===== config.mk =====
export PLATFORM = sky130hd
export DESIGN_NAME = unsigned_divmod_64_top_flat
export DESIGN_NICKNAME = d
export VERILOG_FILES = /design/src/hw/rtl/udm_pkg.sv /design/src/hw/rtl/udm_ifs.sv /design/src/hw/rtl/udm_step.sv /design/src/hw/rtl/udm_ctrl.sv /design/src/hw/rtl/unsigned_divmod_64_top.sv /design/src/flat_wrapper.sv
export SDC_FILE = /design/constraint.sdc
export NUM_CORES = 1
export LEC_CHECK = 0
export BUFFER_PORTS_ARGS = -buffer_cell sky130_fd_sc_hd__buf_4
export CAP_MARGIN = 20
export CORE_ASPECT_RATIO = 0.6
export CORE_MARGIN = 2
export CORE_UTILIZATION = 57
export DETAILED_ROUTE_END_ITERATION = 10
export PLACE_DENSITY = 0.81
export SYNTH_ARGS = -nofsm -noshare
export SYNTH_HDL_FRONTEND = slang
export SYNTH_SLANG_ARGS = --single-unit
export TNS_END_PERCENT = 30

===== constraint.sdc =====
create_clock -name clk -period 5.7 [get_ports clk]
set_input_delay 0.855 -clock clk [delete_from_list [all_inputs] [get_ports clk]]
set_output_delay 0.855 -clock clk [all_outputs]
set_load 0.02 [all_outputs]

===== src/hw/rtl/udm_pkg.sv =====
// ----------------------------------------------------------------------------
// udm_pkg
// Shared widths and types for the 64-bit unsigned divide/modulo block.
// ----------------------------------------------------------------------------
package udm_pkg;

	// Width of the operand and result fields on the channels.
	localparam int unsigned WORD_W = 64;

	typedef logic [WORD_W-1:0] word_t;

	// Sequencer commands to the datapath.
	typedef struct packed {
		logic load;    // take a new operand beat
		logic step;    // run one compare/subtract/shift iteration
		logic finish;  // last iteration; write the result register
	} ctl_t;

endpackage


===== src/hw/rtl/udm_ifs.sv =====
// ----------------------------------------------------------------------------
// udm_ifs
// Valid/ready channel interfaces for operand and result beats.
// ----------------------------------------------------------------------------
interface udm_req_if;
	logic            valid;
	logic            ready;
	udm_pkg::word_t  dividend;
	udm_pkg::word_t  divisor;

	modport source (output valid, output dividend, output divisor, input ready);
	modport sink   (input valid, input dividend, input divisor, output ready);
endinterface

interface udm_rsp_if;
	logic            valid;
	logic            ready;
	udm_pkg::word_t  quotient;
	udm_pkg::word_t  remainder;
	logic            divide_by_zero;

	modport source (output valid, output quotient, output remainder,
		output divide_by_zero, input ready);
	modport sink   (input valid, input quotient, input remainder,
		input divide_by_zero, output ready);
endinterface


===== src/hw/rtl/udm_step.sv =====
// ----------------------------------------------------------------------------
// udm_step
// One restoring-division iteration: shift in the next dividend bit, trial
// subtract the divisor, keep the difference when it does not borrow.
// ----------------------------------------------------------------------------
module udm_step #(
	parameter int unsigned DATA_WIDTH = 64
) (
	input  logic [DATA_WIDTH-1:0] rem,
	input  logic [DATA_WIDTH-1:0] quo,
	input  logic [DATA_WIDTH-1:0] den,
	output logic [DATA_WIDTH-1:0] rem_nxt,
	output logic [DATA_WIDTH-1:0] quo_nxt
);

	logic [DATA_WIDTH:0]   shifted;
	logic [DATA_WIDTH+1:0] diff;
	logic                  fits;

	// quo holds the unconsumed dividend bits in its top; quotient bits enter at the bottom
	assign shifted = {rem, quo[DATA_WIDTH-1]};
	assign diff    = {1'b0, shifted} - {2'b00, den};
	assign fits    = ~diff[DATA_WIDTH+1];

	// partial remainder stays below den, so the low bits are enough
	assign rem_nxt = fits ? diff[DATA_WIDTH-1:0] : shifted[DATA_WIDTH-1:0];
	assign quo_nxt = {quo[DATA_WIDTH-2:0], fits};

endmodule


===== src/hw/rtl/udm_ctrl.sv =====
// ----------------------------------------------------------------------------
// udm_ctrl
// Sequencer: takes an operand beat, counts DATA_WIDTH iterations, and holds
// the last one until the result register is free.
// ----------------------------------------------------------------------------
module udm_ctrl #(
	parameter int unsigned DATA_WIDTH = 64
) (
	input  logic          clk,
	input  logic          arst_n,
	input  logic          req_valid,
	input  logic          rsp_free,
	output logic          req_ready,
	output udm_pkg::ctl_t ctl
);

	localparam int unsigned CNT_W = $clog2(DATA_WIDTH);

	localparam logic ST_IDLE = 1'b0;
	localparam logic ST_RUN  = 1'b1;

	logic             state_q;
	logic [CNT_W-1:0] cnt_q;
	logic             last;

	assign last      = (cnt_q == '0);
	assign req_ready = (state_q == ST_IDLE);

	assign ctl.load   = req_ready & req_valid;
	assign ctl.step   = (state_q == ST_RUN) & (~last | rsp_free);
	assign ctl.finish = (state_q == ST_RUN) & last & rsp_free;

	always_ff @(posedge clk or negedge arst_n) begin
		if (!arst_n) begin
			state_q <= ST_IDLE;
			cnt_q   <= '0;
		end else begin
			unique case (state_q)
				ST_IDLE: begin
					if (req_valid) begin
						state_q <= ST_RUN;
						cnt_q   <= CNT_W'(DATA_WIDTH - 1);
					end
				end
				ST_RUN: begin
					if (ctl.step) begin
						if (last) begin
							state_q <= ST_IDLE;
						end else begin
							cnt_q <= cnt_q - CNT_W'(1);
						end
					end
				end
				default: begin
					state_q <= ST_IDLE;
				end
			endcase
		end
	end

endmodule


===== src/hw/rtl/unsigned_divmod_64_top.sv =====
// ----------------------------------------------------------------------------
// unsigned_divmod_64_top
// Restoring unsigned divider giving quotient and remainder of one operand
// beat, one quotient bit per cycle through a shared compare/subtract unit.
// ----------------------------------------------------------------------------
// channel | dir | payload                                   | handshake
// req     | in  | dividend[63:0], divisor[63:0]             | valid/ready
// rsp     | out | quotient[63:0], remainder[63:0], div-by-0 | valid/ready
//
// Each operand beat is loaded when taken, then its quotient bits are formed
// one per cycle through the shared subtract/compare unit. Result valid and
// req.ready rise together after the last iteration; a waiting result holds
// the last iteration and so blocks the next operand beat.
// A stalled result holds the last iteration until the result register frees.
// Reset clears only control state; operand bits above DATA_WIDTH are ignored.
// ----------------------------------------------------------------------------
module unsigned_divmod_64_top #(
	parameter int unsigned DATA_WIDTH = 64
) (
	input logic      clk,
	input logic      arst_n,
	udm_req_if.sink   req,
	udm_rsp_if.source rsp
);

	localparam int unsigned W = DATA_WIDTH;

	udm_pkg::ctl_t  ctl;
	logic           rsp_free;

	logic [W-1:0]   rem_q;
	logic [W-1:0]   quo_q;
	logic [W-1:0]   den_q;
	logic           dbz_q;
	logic [W-1:0]   rem_nxt;
	logic [W-1:0]   quo_nxt;

	logic           rsp_valid_q;
	udm_pkg::word_t quotient_q;
	udm_pkg::word_t remainder_q;
	logic           dbz_out_q;

	assign rsp_free = ~rsp_valid_q | rsp.ready;

	udm_ctrl #(
		.DATA_WIDTH(W)
	) u_ctrl (
		.clk       (clk),
		.arst_n    (arst_n),
		.req_valid (req.valid),
		.rsp_free  (rsp_free),
		.req_ready (req.ready),
		.ctl       (ctl)
	);

	udm_step #(
		.DATA_WIDTH(W)
	) u_step (
		.rem     (rem_q),
		.quo     (quo_q),
		.den     (den_q),
		.rem_nxt (rem_nxt),
		.quo_nxt (quo_nxt)
	);

	always_ff @(posedge clk) begin
		if (ctl.load) begin
			rem_q <= '0;
			quo_q <= req.dividend[W-1:0];
			den_q <= req.divisor[W-1:0];
			dbz_q <= (req.divisor[W-1:0] == '0);
		end else if (ctl.step) begin
			rem_q <= rem_nxt;
			quo_q <= quo_nxt;
		end
	end

	// with a zero divisor every trial subtract fits: all-ones quotient,
	// remainder equal to the dividend
	always_ff @(posedge clk) begin
		if (ctl.finish) begin
			quotient_q  <= udm_pkg::WORD_W'(quo_nxt);
			remainder_q <= udm_pkg::WORD_W'(rem_nxt);
			dbz_out_q   <= dbz_q;
		end
	end

	always_ff @(posedge clk or negedge arst_n) begin
		if (!arst_n) begin
			rsp_valid_q <= 1'b0;
		end else if (ctl.finish) begin
			rsp_valid_q <= 1'b1;
		end else if (rsp.ready) begin
			rsp_valid_q <= 1'b0;
		end
	end

	assign rsp.valid          = rsp_valid_q;
	assign rsp.quotient       = quotient_q;
	assign rsp.remainder      = remainder_q;
	assign rsp.divide_by_zero = dbz_out_q;

	// A taken operand beat makes the block busy in the next cycle.
	a_busy_after_load: assert property (@(posedge clk) disable iff (!arst_n)
		req.valid && req.ready |=> !req.ready)
		else $error("divider ready right after taking an operand beat");

	// Partial remainder stays below a nonzero divisor while iterating.
	a_rem_below_den: assert property (@(posedge clk) disable iff (!arst_n)
		!req.ready && den_q != '0 |-> rem_q < den_q)
		else $error("partial remainder not below divisor");

	// A result is written only into a free result register.
	a_no_overwrite: assert property (@(posedge clk) disable iff (!arst_n)
		ctl.finish |-> rsp_free)
		else $error("result written over an unaccepted beat");

	// Divide by zero reports an all-ones quotient within DATA_WIDTH bits.
	a_dbz_quotient: assert property (@(posedge clk) disable iff (!arst_n)
		rsp.valid && rsp.divide_by_zero |->
			rsp.quotient == udm_pkg::WORD_W'({W{1'b1}}))
		else $error("divide by zero without all-ones quotient");

endmodule


===== src/flat_wrapper.sv =====
// flat-port wrapper written by rule: the top's interface ports become plain ports
module unsigned_divmod_64_top_flat 
#(
	parameter int unsigned DATA_WIDTH = 64
)
  (clk, arst_n, req_valid, req_dividend, req_divisor, req_ready, rsp_valid, rsp_quotient, rsp_remainder, rsp_divide_by_zero, rsp_ready);
  udm_req_if req_i ();
  udm_rsp_if rsp_i ();
  input logic clk;
  input logic arst_n;
  input wire logic [$bits(req_i.valid)-1:0] req_valid;
  input wire logic [$bits(req_i.dividend)-1:0] req_dividend;
  input wire logic [$bits(req_i.divisor)-1:0] req_divisor;
  output wire logic [$bits(req_i.ready)-1:0] req_ready;
  output wire logic [$bits(rsp_i.valid)-1:0] rsp_valid;
  output wire logic [$bits(rsp_i.quotient)-1:0] rsp_quotient;
  output wire logic [$bits(rsp_i.remainder)-1:0] rsp_remainder;
  output wire logic [$bits(rsp_i.divide_by_zero)-1:0] rsp_divide_by_zero;
  input wire logic [$bits(rsp_i.ready)-1:0] rsp_ready;
  assign req_i.valid = req_valid;
  assign req_i.dividend = req_dividend;
  assign req_i.divisor = req_divisor;
  assign req_ready = req_i.ready;
  assign rsp_valid = rsp_i.valid;
  assign rsp_quotient = rsp_i.quotient;
  assign rsp_remainder = rsp_i.remainder;
  assign rsp_divide_by_zero = rsp_i.divide_by_zero;
  assign rsp_i.ready = rsp_ready;
  unsigned_divmod_64_top #(.DATA_WIDTH(DATA_WIDTH)) u_core (.clk(clk), .arst_n(arst_n), .req(req_i), .rsp(rsp_i));
endmodule

==> results.json, run 1 <==
{
  "finalSetupTns_ps": 0,
  "cts_tree": "yes",
  "startpoint_type": "flop",
  "fin_crit_ps": 4890,
  "synthFlopType": "edfxtp_1",
  "slowest_stage": "nand4b_1",
  "ctsResizeCount": 0,
  "drtAntennaViolNets": 0,
  "crit_path_cell_trace": "inv_1, ha_1, nand2_1, nor2_1, nand2_1, nor3_1, a41oi_1, nand3b_1, nand4b_1, and2_4, inv_4, mux2_2, a22o_1",
  "synth_nets": 1620,
  "yosysTopAreaCellShare": 0.485,
  "status": "finished, final reports clean",
  "groute.usage.overall": 0.283,
  "maxCapViolCount": 0,
  "cts_root_buf": "clkbuf_16",
  "ctsHoldBuffers": 0,
  "crit_family": "simple AND/OR/NAND/NOR gates",
  "yosysUniqueCellTypes": 64,
  "rows": 47,
  "ys_ff_latch": 330,
  "min_path_type": "in2async",
  "grt_pass1_vias": 11400,
  "grt_start_max_net_pins": 90,
  "die_y_um": 134,
  "crit_required_ps": 6160,
  "layout.nets": 1870,
  "worstSetupPathType": "reg2reg",
  "max_freq_mhz": 205,
  "cts_made_buffers": 30,
  "syn2layout_area_growth_pct": 20.7,
  "syn_inst": 1422,
  "drive_gt1_frac": 0.225,
  "total_leakage_power_nw": 8.49,
  "fin_skew_ps": 13.4,
  "crit_buf_inv": 2,
  "place_congestion": 0.938,
  "drt_wl_total_um": 42500,
  "powerDensity_nw_per_um2": 430,
  "p_total_mw": 8.30,
  "hold_viol_final": 0,
  "avgRoutedWirePerCell_um": 20.6,
  "postCtsSetupBuffers": 0,
  "port_buffers": 262,
  "synth.top_cells.by_count": "269 x nand2_1, 258 x edfxtp_1, 83 x inv_1, 76 x a21oi_1, 73 x nor2_1",
  "die_area_um2": 29500,
  "viasPerCell": 5.87,
  "start_util": 0.580,
  "endpoint_kind": "flop",
  "netlist_area_um2": 16000,
  "num_vias": 12100,
  "synth_async_sr_flop_share": 0.0242,
  "antenna_found_initial": 0,
  "finalMaxSlewViolations": 0,
  "io_pins": 263,
  "cts.sinks": 330,
  "worstMarginPinSlew_ps": 1060,
  "slowest_delay_ps": 770,
  "finalCritPeriodShare": 0.858,
  "synth_enable_flop_cells": 258,
  "cts_max_level": 1,
  "cpMostUsedCell": "nand2_1",
  "peakVddDrop_mv": 0.285,
  "dp_hpwl_um": 30300,
  "drc": 0,
  "grt_overflow": 0,
  "clkLatencyLatePin_ps": 570,
  "dieWidth_um": 220,
  "yosys.cell_count.top_type": "nand2_1",
  "arrival_ps": 5350,
  "avgSynthCellArea_um2": 11.2,
  "synth.top_cells.by_area": "edfxtp_1 48%, dfxtp_1 8.0%, nand2_1 6.3%",
  "synth_warnings": 0,
  "slew_headroom": 0.294,
  "drtIter0Drc": 1147,
  "ys_seq_area_frac": 0.577,
  "grt_pass1_wl_um": 64100,
  "yosys.area.top_type": "edfxtp_1",
  "firstDrtPassIters": 6,
  "core-area_um2": 27600,
  "clk_pin_slew_worst_paths_ps": 70,
  "worstPathMaxFanout": 51,
  "clk_path_buf_depth": 3,
  "antennaDiodeCount": 0,
  "rsz0062_at_grt": "false",
  "finalSetupViolCount": 0
}
-- area by class of cell --
| type | count | area, µm² |
|---|---|---|
| multi-input combinational | 951 | 6220 |
| sequential | 330 | 9230 |
| tap | 367 | 459 |
| clock buffer | 39 | 856 |
| fill | 2015 | 8280 |
| timing repair buffer | 274 | 2080 |
| inverter | 85 | 324 |
| clock inverter | 16 | 143 |
-- registers in the layout (all words and copies together), names as in the netlist --
signal and cells:
u_core.rsp.divide_by_zero 1, u_core.u_ctrl.cnt_q 6, u_core.dbz_q 1, u_core.rsp.remainder 64
u_core.rem_q 64, u_core.den_q 64, u_core.rsp.valid 1, u_core.quo_q 64
u_core.u_ctrl.state_q 1, u_core.rsp.quotient 64
-- metal layers --
metal,vias up,part of all wire,GRT usage
met3,59,0.087,0.0648
met4,0,0.017,0.0570
met5,-,0,0
li1,5663,-,-
met1,5873,0.48,0.449
met2,505,0.42,0.395
-- worst paths after layout --
path                                            startpoint                            endpoint  slack, ps  cells after the start
worst max-delay path            u_core.den_q[40]$_DFFE_PP_       u_core.rem_q[55]$_SDFFE_PP0P_        810                     13
worst min-delay path                                arst_n  u_core.u_ctrl.cnt_q[5]$_DFFE_PN0P_        100                      1
worst max register to register  u_core.den_q[40]$_DFFE_PP_       u_core.rem_q[55]$_SDFFE_PP0P_        810                     13
worst min register to register  u_core.quo_q[25]$_DFFE_PP_   u_core.rsp.quotient[26]$_DFFE_PP_        450                      0
max in group asynchronous                           arst_n  u_core.u_ctrl.cnt_q[2]$_DFFE_PN0P_       5460                      1
min in group clk                u_core.quo_q[25]$_DFFE_PP_   u_core.rsp.quotient[26]$_DFFE_PP_        450                      0
-- stage by stage --
step                std cells  cell area, µm²   util  hold WS (ps)  worst slack [ps]
finish                   2062           19300  0.700          98.8               811
global route             2062           19300  0.700          85.8               593
CTS                      2059           19300  0.699          77.2               957
detailed placement       2004           18300  0.663           433               974
global placement         2004           18300  0.663           428              1170
floorplan                1422           16000      -           400              1130
-- worst register-to-register path, stage by stage (launching register included) --
cell and delay, ps:
edfxtp_1 340, inv_1 60, ha_1 420, nand2_1 110, nor2_1 320, nand2_1 150, nor3_1 370, a41oi_1 260
nand3b_1 200, nand4b_1 770, and2_4 510, inv_4 650, mux2_2 440, a22o_1 190
-- cells in the final DEF (no fill, tap or decap), types with 5 or more instances in the layout --
cell / instances
dfxtp_1: 64
o21ai_0: 56
nor2b_1: 7
buf_4: 270
a21oi_1: 75
nand2b_1: 12
a211oi_1: 7
nor3_1: 13
and3_1: 10
o21a_1: 12
o21bai_1: 13
mux2_4: 37
edfxtp_1: 258
nand2_1: 268
a21o_1: 37
nor2_1: 72
ha_1: 65
a31oi_1: 6
a22o_1: 52
nand4_1: 19
clkbuf_8: 5
a21boi_0: 7
nor4_1: 17
and2_1: 7
a32o_1: 5
o31ai_1: 15
clkbuf_16: 31
inv_1: 82
clkinv_2: 10
xor2_1: 18
dfrtp_1: 8
nand3_1: 23
xnor2_1: 42
-- power breakdown --
part / switching (mW) / total, mW / internal [mW]
combinational: 1.57 / 2.76 / 1.19
clock: 0.909 / 2.06 / 1.15
sequential: 0.290 / 3.48 / 3.19
total: 2.77 / 8.30 / 5.53
-- cell families (layout without fill, tap and decap cells) --
kind of cell / after synthesis / after routing / synth area share
AO/OA/AOI/OAI: 317 / 317 / 0.137
XOR/XNOR: 60 / 60 / 0.0329
adder cells (fa/ha/maj): 66 / 66 / 0.0521
buffers and inverters: 141 / 414 / 0.0358
flip-flops: 330 / 330 / 0.577
multiplexers: 41 / 41 / 0.0375
AND/OR/NAND/NOR: 467 / 467 / 0.128
(Power assumes the default switching activity.)
==> run 2, diff against run 1 <==
--- a/config.mk
+++ b/config.mk
@@ -8,10 +8,10 @@
 export BUFFER_PORTS_ARGS = -buffer_cell sky130_fd_sc_hd__buf_4
 export CAP_MARGIN = 20
 export CORE_ASPECT_RATIO = 0.6
-export CORE_MARGIN = 2
-export CORE_UTILIZATION = 57
+export CORE_MARGIN = 3
+export CORE_UTILIZATION = 61
 export DETAILED_ROUTE_END_ITERATION = 10
-export PLACE_DENSITY = 0.81
+export PLACE_DENSITY = 0.85
 export SYNTH_ARGS = -nofsm -noshare
 export SYNTH_HDL_FRONTEND = slang
 export SYNTH_SLANG_ARGS = --single-unit
==> constraint.sdc (replaced) <==
create_clock -name clk -period 5.65 [get_ports clk]
set_input_delay 0.8475 -clock clk [delete_from_list [all_inputs] [get_ports clk]]
set_output_delay 0.8475 -clock clk [all_outputs]
set_load 0.02 [all_outputs]
==> run 2 against run 1 <==
Against the previous run:
- utilization grew 5.4 points
- flip-flop and latch count is the same
- via count grew 2.5%
- combinational power grew 1%
==> results.json, run 2 (synthesis gave the netlist of run 1 again) <==
{
  "status": "finished, final reports clean",
  "final_util": 0.754,
  "worstRegToRegCells": 14,
  "finalCritPeriodShare": 0.800,
  "cts.sinks": 330,
  "dp_hpwl_um": 30900,
  "powerDensity_nw_per_um2": 435,
  "fin_skew_ps": 20.0,
  "finalSetupTns_ps": 0,
  "place_area_um2": 18300,
  "die_area_um2": 28300,
  "worstSetupStartpoint": "u_core.den_q[10]$_DFFE_PP_",
  "firstDrtPassIters": 6,
  "finalSetupViolCount": 0,
  "cts_tree": "yes",
  "cts_max_level": 1,
  "final_cell_mix": "272 x buf_4, 268 x nand2_1, 258 x edfxtp_1",
  "fillers": 1742,
  "drc": 0,
  "total_leakage_power_nw": 8.44,
  "r2r_slack_ps": 1130,
  "start_util": 0.627,
  "rr_startpoint": "u_core.den_q[10]$_DFFE_PP_",
  "grt_start_max_net_pins": 79,
  "core-area_um2": 25500,
  "viasPerCell": 6.07,
  "finalMaxSlewViolations": 0,
  "crit_required_ps": 6100,
  "clk_pin_slew_worst_paths_ps": 70,
  "endpoint_kind": "flop",
  "max_freq_mhz": 221,
  "fin_crit_ps": 4520,
  "clkLatencyLatePin_ps": 580,
  "endpoint": "u_core.rem_q[9]$_SDFFE_PP0P_",
  "grt_pass1_vias": 11700,
  "startpoint_type": "flop",
  "num_vias": 12400,
  "min_path_type": "in2async",
  "arrival_ps": 4970,
  "final_area_um2": 19200,
  "postCtsSetupBuffers": 0,
  "reg2reg_to": "u_core.rem_q[9]$_SDFFE_PP0P_",
  "peakVddDrop_mv": 0.346,
  "layout.nets": 1868,
  "rsz0062_at_grt": "false",
  "die_y_um": 131,
  "drtAntennaViolNets": 0,
  "cts_root_buf": "clkbuf_16",
  "slowest_delay_ps": 460,
  "slowest_stage": "a41oi_1",
  "drtIter0Drc": 1385,
  "worstSetupPathType": "reg2reg",
  "antennaDiodeCount": 0,
  "worstPathMaxFanout": 51,
  "hold_viol_final": 0,
  "drt_wl_total_um": 43500,
  "syn2layout_area_growth_pct": 20.2,
  "clk_path_buf_depth": 3,
  "groute.usage.overall": 0.299,
  "ctsHoldBuffers": 0,
  "maxCapViolCount": 0,
  "slew_headroom": 0.296,
  "crit_path_cell_trace": "inv_1, ha_1, a21oi_1, o21ai_0, a221oi_1, nand3_1, a41oi_1, nand3b_1, nand4b_1, buf_4, and2_4, inv_4, mux2_4, a22o_1",
  "ctsResizeCount": 0,
  "antenna_found_initial": 0,
  "grt_overflow": 0,
  "dieWidth_um": 215,
  "place_congestion": 0.971,
  "cts_made_buffers": 29,
  "port_buffers": 262,
  "avgRoutedWirePerCell_um": 21.3,
  "rows": 45,
  "drive_gt1_frac": 0.221,
  "whs_ps": 72.7,
  "layout_commonest_cell": "buf_4",
  "worstMarginPinSlew_ps": 1060,
  "io_pins": 263,
  "grt_pass1_wl_um": 66300
}
run 2: final cells by class:
type,count,area (µm²),area share
Clock inverter,17,173,0.00898
Multi-Input combinational cell,951,6220,0.323
Sequential cell,330,9230,0.480
Timing Repair Buffer,273,2050,0.107
Tap cell,352,440,0.0229
Inverter,85,324,0.0169
Clock buffer,37,786,0.0409
run 2: power by group:
part	total [mW]	internal (mW)	switching, mW
combinational	2.80	1.20	1.60
sequential	3.53	3.22	0.310
clock	2.03	1.13	0.902
total	8.36	5.54	2.82
run 2: critical path, delay by kind of cell (launching register included):
family / cells / cell delay, ps
muxes: 1 / 440
adders and majority gates: 1 / 370
and+or+nand+nor: 4 / 1130
AOI/OAI and AO/OA: 5 / 1370
buffers and inverters: 3 / 720
DFF: 1 / 320
run 2: worst min-delay path by stage:
stage	endpoint	slack, ps	depth (start not counted)
floorplan	u_core.rsp.divide_by_zero$_DFFE_PP_	400	0
global placement	u_core.rsp.quotient[14]$_DFFE_PP_	430	0
detailed placement	u_core.rsp.quotient[33]$_DFFE_PP_	430	0
CTS	u_core.rsp.valid$_DFFE_PN0P_	60	1
global route	u_core.rsp.valid$_DFFE_PN0P_	70	1
finish	u_core.rsp.valid$_DFFE_PN0P_	70	1
run 2: metrics by stage:
| stage | total power [mW] | setup WS [ps] | std cells |
|---|---|---|---|
| floorplan | 5.49 | 1090 | 1422 |
| global placement | 6.14 | 1330 | 1990 |
| detailed placement | 6.26 | 1220 | 1991 |
| CTS | 8.30 | 1220 | 2045 |
| global route | 8.74 | 966 | 2045 |
| finish | 8.36 | 1130 | 2045 |
run 2: per-layer routing:
metal,up-vias,part of all wire,GRT usage
met1,6008,0.45,0.467
li1,5650,-,-
met3,87,0.092,0.0557
met5,-,0,0
met2,658,0.44,0.440
met4,0,0.020,0.0587
==> run 3, diff against run 2 <==
--- a/config.mk
+++ b/config.mk
@@ -9,9 +9,9 @@
 export CAP_MARGIN = 20
 export CORE_ASPECT_RATIO = 0.6
 export CORE_MARGIN = 3
-export CORE_UTILIZATION = 61
+export CORE_UTILIZATION = 57
 export DETAILED_ROUTE_END_ITERATION = 10
-export PLACE_DENSITY = 0.85
+export PLACE_DENSITY = 0.81
 export SYNTH_ARGS = -nofsm -noshare
 export SYNTH_HDL_FRONTEND = slang
 export SYNTH_SLANG_ARGS = --single-unit
==> constraint.sdc (replaced) <==
create_clock -name clk -period 4.45 [get_ports clk]
set_input_delay 0.6675 -clock clk [delete_from_list [all_inputs] [get_ports clk]]
set_output_delay 0.6675 -clock clk [all_outputs]
set_load 0.02 [all_outputs]
==> run 3 against run 2 <==
Against the previous run:
- critical path depth unchanged
- clock skew increased by 7.7 ps
- total power increased by 28%
- flip-flop and latch count unchanged
- maximum frequency increased by 11%
- combinational power increased by 28%
- worst setup slack got worse by 760 ps
- hold slack improved by 200 ps
- first-iteration DRC count decreased by 4.0%
- global-route usage decreased by 1.7 points
- count of clock-buffer cells in the layout increased by 4
- largest power group unchanged
- highest routed layer unchanged
==> results.json, run 3 (synthesis gave the netlist of run 1 again) <==
{
  "crit_required_ps": 4980,
  "total_leakage_power_nw": 8.51,
  "layout_commonest_cell": "buf_4",
  "drive_gt1_frac": 0.227,
  "placed_cells": 2006,
  "endpoint": "u_core.rem_q[58]$_SDFFE_PP0P_",
  "use_met3": 0.0650,
  "layout.nets": 1877,
  "fin_crit_ps": 4080,
  "drtIter0Drc": 1330,
  "worstSetupPathType": "reg2reg",
  "r2r_slack_ps": 370,
  "cts.sinks": 330,
  "avgRoutedWirePerCell_um": 21.2,
  "ctsResizeCount": 0,
  "die_y_um": 136,
  "rsz0062_at_grt": "false",
  "status": "finished, final reports clean",
  "finalCritPeriodShare": 0.917,
  "grt_pass1_wl_um": 66600,
  "port_buffers": 262,
  "finalMaxSlewViolations": 0,
  "finalSetupTns_ps": 0,
  "syn2layout_area_growth_pct": 21.3,
  "worstMarginPinSlew_ps": 1140,
  "die_area_um2": 30200,
  "io_pins": 263,
  "viasPerCell": 5.91,
  "min_path_type": "in2reg",
  "slew_headroom": 0.230,
  "core-area_um2": 27000,
  "worstPathMaxFanout": 4,
  "powerDensity_nw_per_um2": 553,
  "startpoint_type": "flop",
  "antenna_found_initial": 0,
  "cts_tree": "yes",
  "drtAntennaViolNets": 0,
  "grt_use_met2": 0.399,
  "dieWidth_um": 222,
  "max_freq_mhz": 245,
  "clk_pin_slew_worst_paths_ps": 70,
  "whs_ps": 270,
  "cts_max_level": 1,
  "cts_made_buffers": 30,
  "antennaDiodeCount": 0,
  "clk_path_buf_depth": 3,
  "finalSetupViolCount": 0,
  "grt_busiest_layer": "met1",
  "groute.usage.overall": 0.282,
  "fin_skew_ps": 27.7,
  "dp_hpwl_um": 31400,
  "grt_use_met1": 0.441,
  "final_cells": 2063,
  "worstSetupStartpoint": "u_core.quo_q[63]$_DFFE_PP_",
  "num_vias": 12200,
  "reg2reg_to": "u_core.rem_q[58]$_SDFFE_PP0P_",
  "grt_start_max_net_pins": 116,
  "grt_overflow": 0,
  "final_cell_mix": "277 x buf_4, 268 x nand2_1, 258 x edfxtp_1",
  "endpoint_kind": "flop",
  "cts_root_buf": "clkbuf_16",
  "rows": 46,
  "drc": 0,
  "drt_wl_total_um": 43800,
  "peakVddDrop_mv": 0.355,
  "start_util": 0.592,
  "maxCapViolCount": 0,
  "grt_pass1_vias": 11700,
  "place_congestion": 0.980,
  "rr_startpoint": "u_core.quo_q[63]$_DFFE_PP_",
  "arrival_ps": 4610,
  "firstDrtPassIters": 5,
  "worstRegToRegCells": 14,
  "clkLatencyLatePin_ps": 580,
  "hold_viol_final": 0
}
## run 3: layer usage
metal,routed length (µm),up-vias
met1,20500,5930
met4,1010,0
met2,18400,513
met3,3810,65
met5,0,-
li1,-,5682
## run 3: cell type report
type | count | area [µm²]
sequential | 330 | 9230
inverter | 85 | 324
multi-input combinational | 951 | 6220
tap | 360 | 450
clock buffer | 41 | 865
clock inverter | 15 | 166
fill | 1908 | 7590
timing repair buffer | 281 | 2150
## run 3: worst min path at each step
stage / start / to / slack [ps] / cells past startpoint
5_1_grt: req_divisor[4] / u_core.den_q[4]$_DFFE_PP_ / 250 / 1
6_report: req_divisor[4] / u_core.den_q[4]$_DFFE_PP_ / 270 / 1
2_1_floorplan: arst_n / u_core.rsp.valid$_DFFE_PN0P_ / 370 / 0
3_3_place_gp: u_core.dbz_q$_DFFE_PP_ / u_core.rsp.divide_by_zero$_DFFE_PP_ / 410 / 0
4_1_cts: req_divisor[4] / u_core.den_q[4]$_DFFE_PP_ / 250 / 1
3_5_place_dp: u_core.dbz_q$_DFFE_PP_ / u_core.rsp.divide_by_zero$_DFFE_PP_ / 410 / 0
## run 3: per-stage QoR
stage	setup WS, ps	total power [mW]	utilization	instance area, µm²
4_1_cts	440	10.7	0.719	19400
3_3_place_gp	614	7.85	0.680	18400
6_report	371	10.7	0.719	19400
5_1_grt	103	11.3	0.719	19400
2_1_floorplan	72.0	6.97	-	16000
3_5_place_dp	486	7.96	0.680	18400
## run 3: timing repair
action | in CTS | in global routing
setup buffers | 0 | 0
hold endpoints to repair | 8 | 0
hold buffers | 1 | 0
## run 3: where the power goes
group | leakage (nW) | switching, mW | total (mW) | internal, mW
registers | 3.17 | 0.371 | 4.46 | 4.09
logic | 4.84 | 2.04 | 3.58 | 1.54
clock network | 0.495 | 1.15 | 2.69 | 1.54
## run 3: worst max-delay path, stage by stage (launching register included)
cell      delay [ps]
edfxtp_1         370
inv_1             80
ha_1             150
inv_1             50
fa_1             420
a211oi_1         360
o211ai_1         150
a41o_1           300
a211oi_1         470
o21ai_0          330
o211a_1          360
o21ai_0          320
a21oi_1          120
o31ai_1          360
a22o_1           170
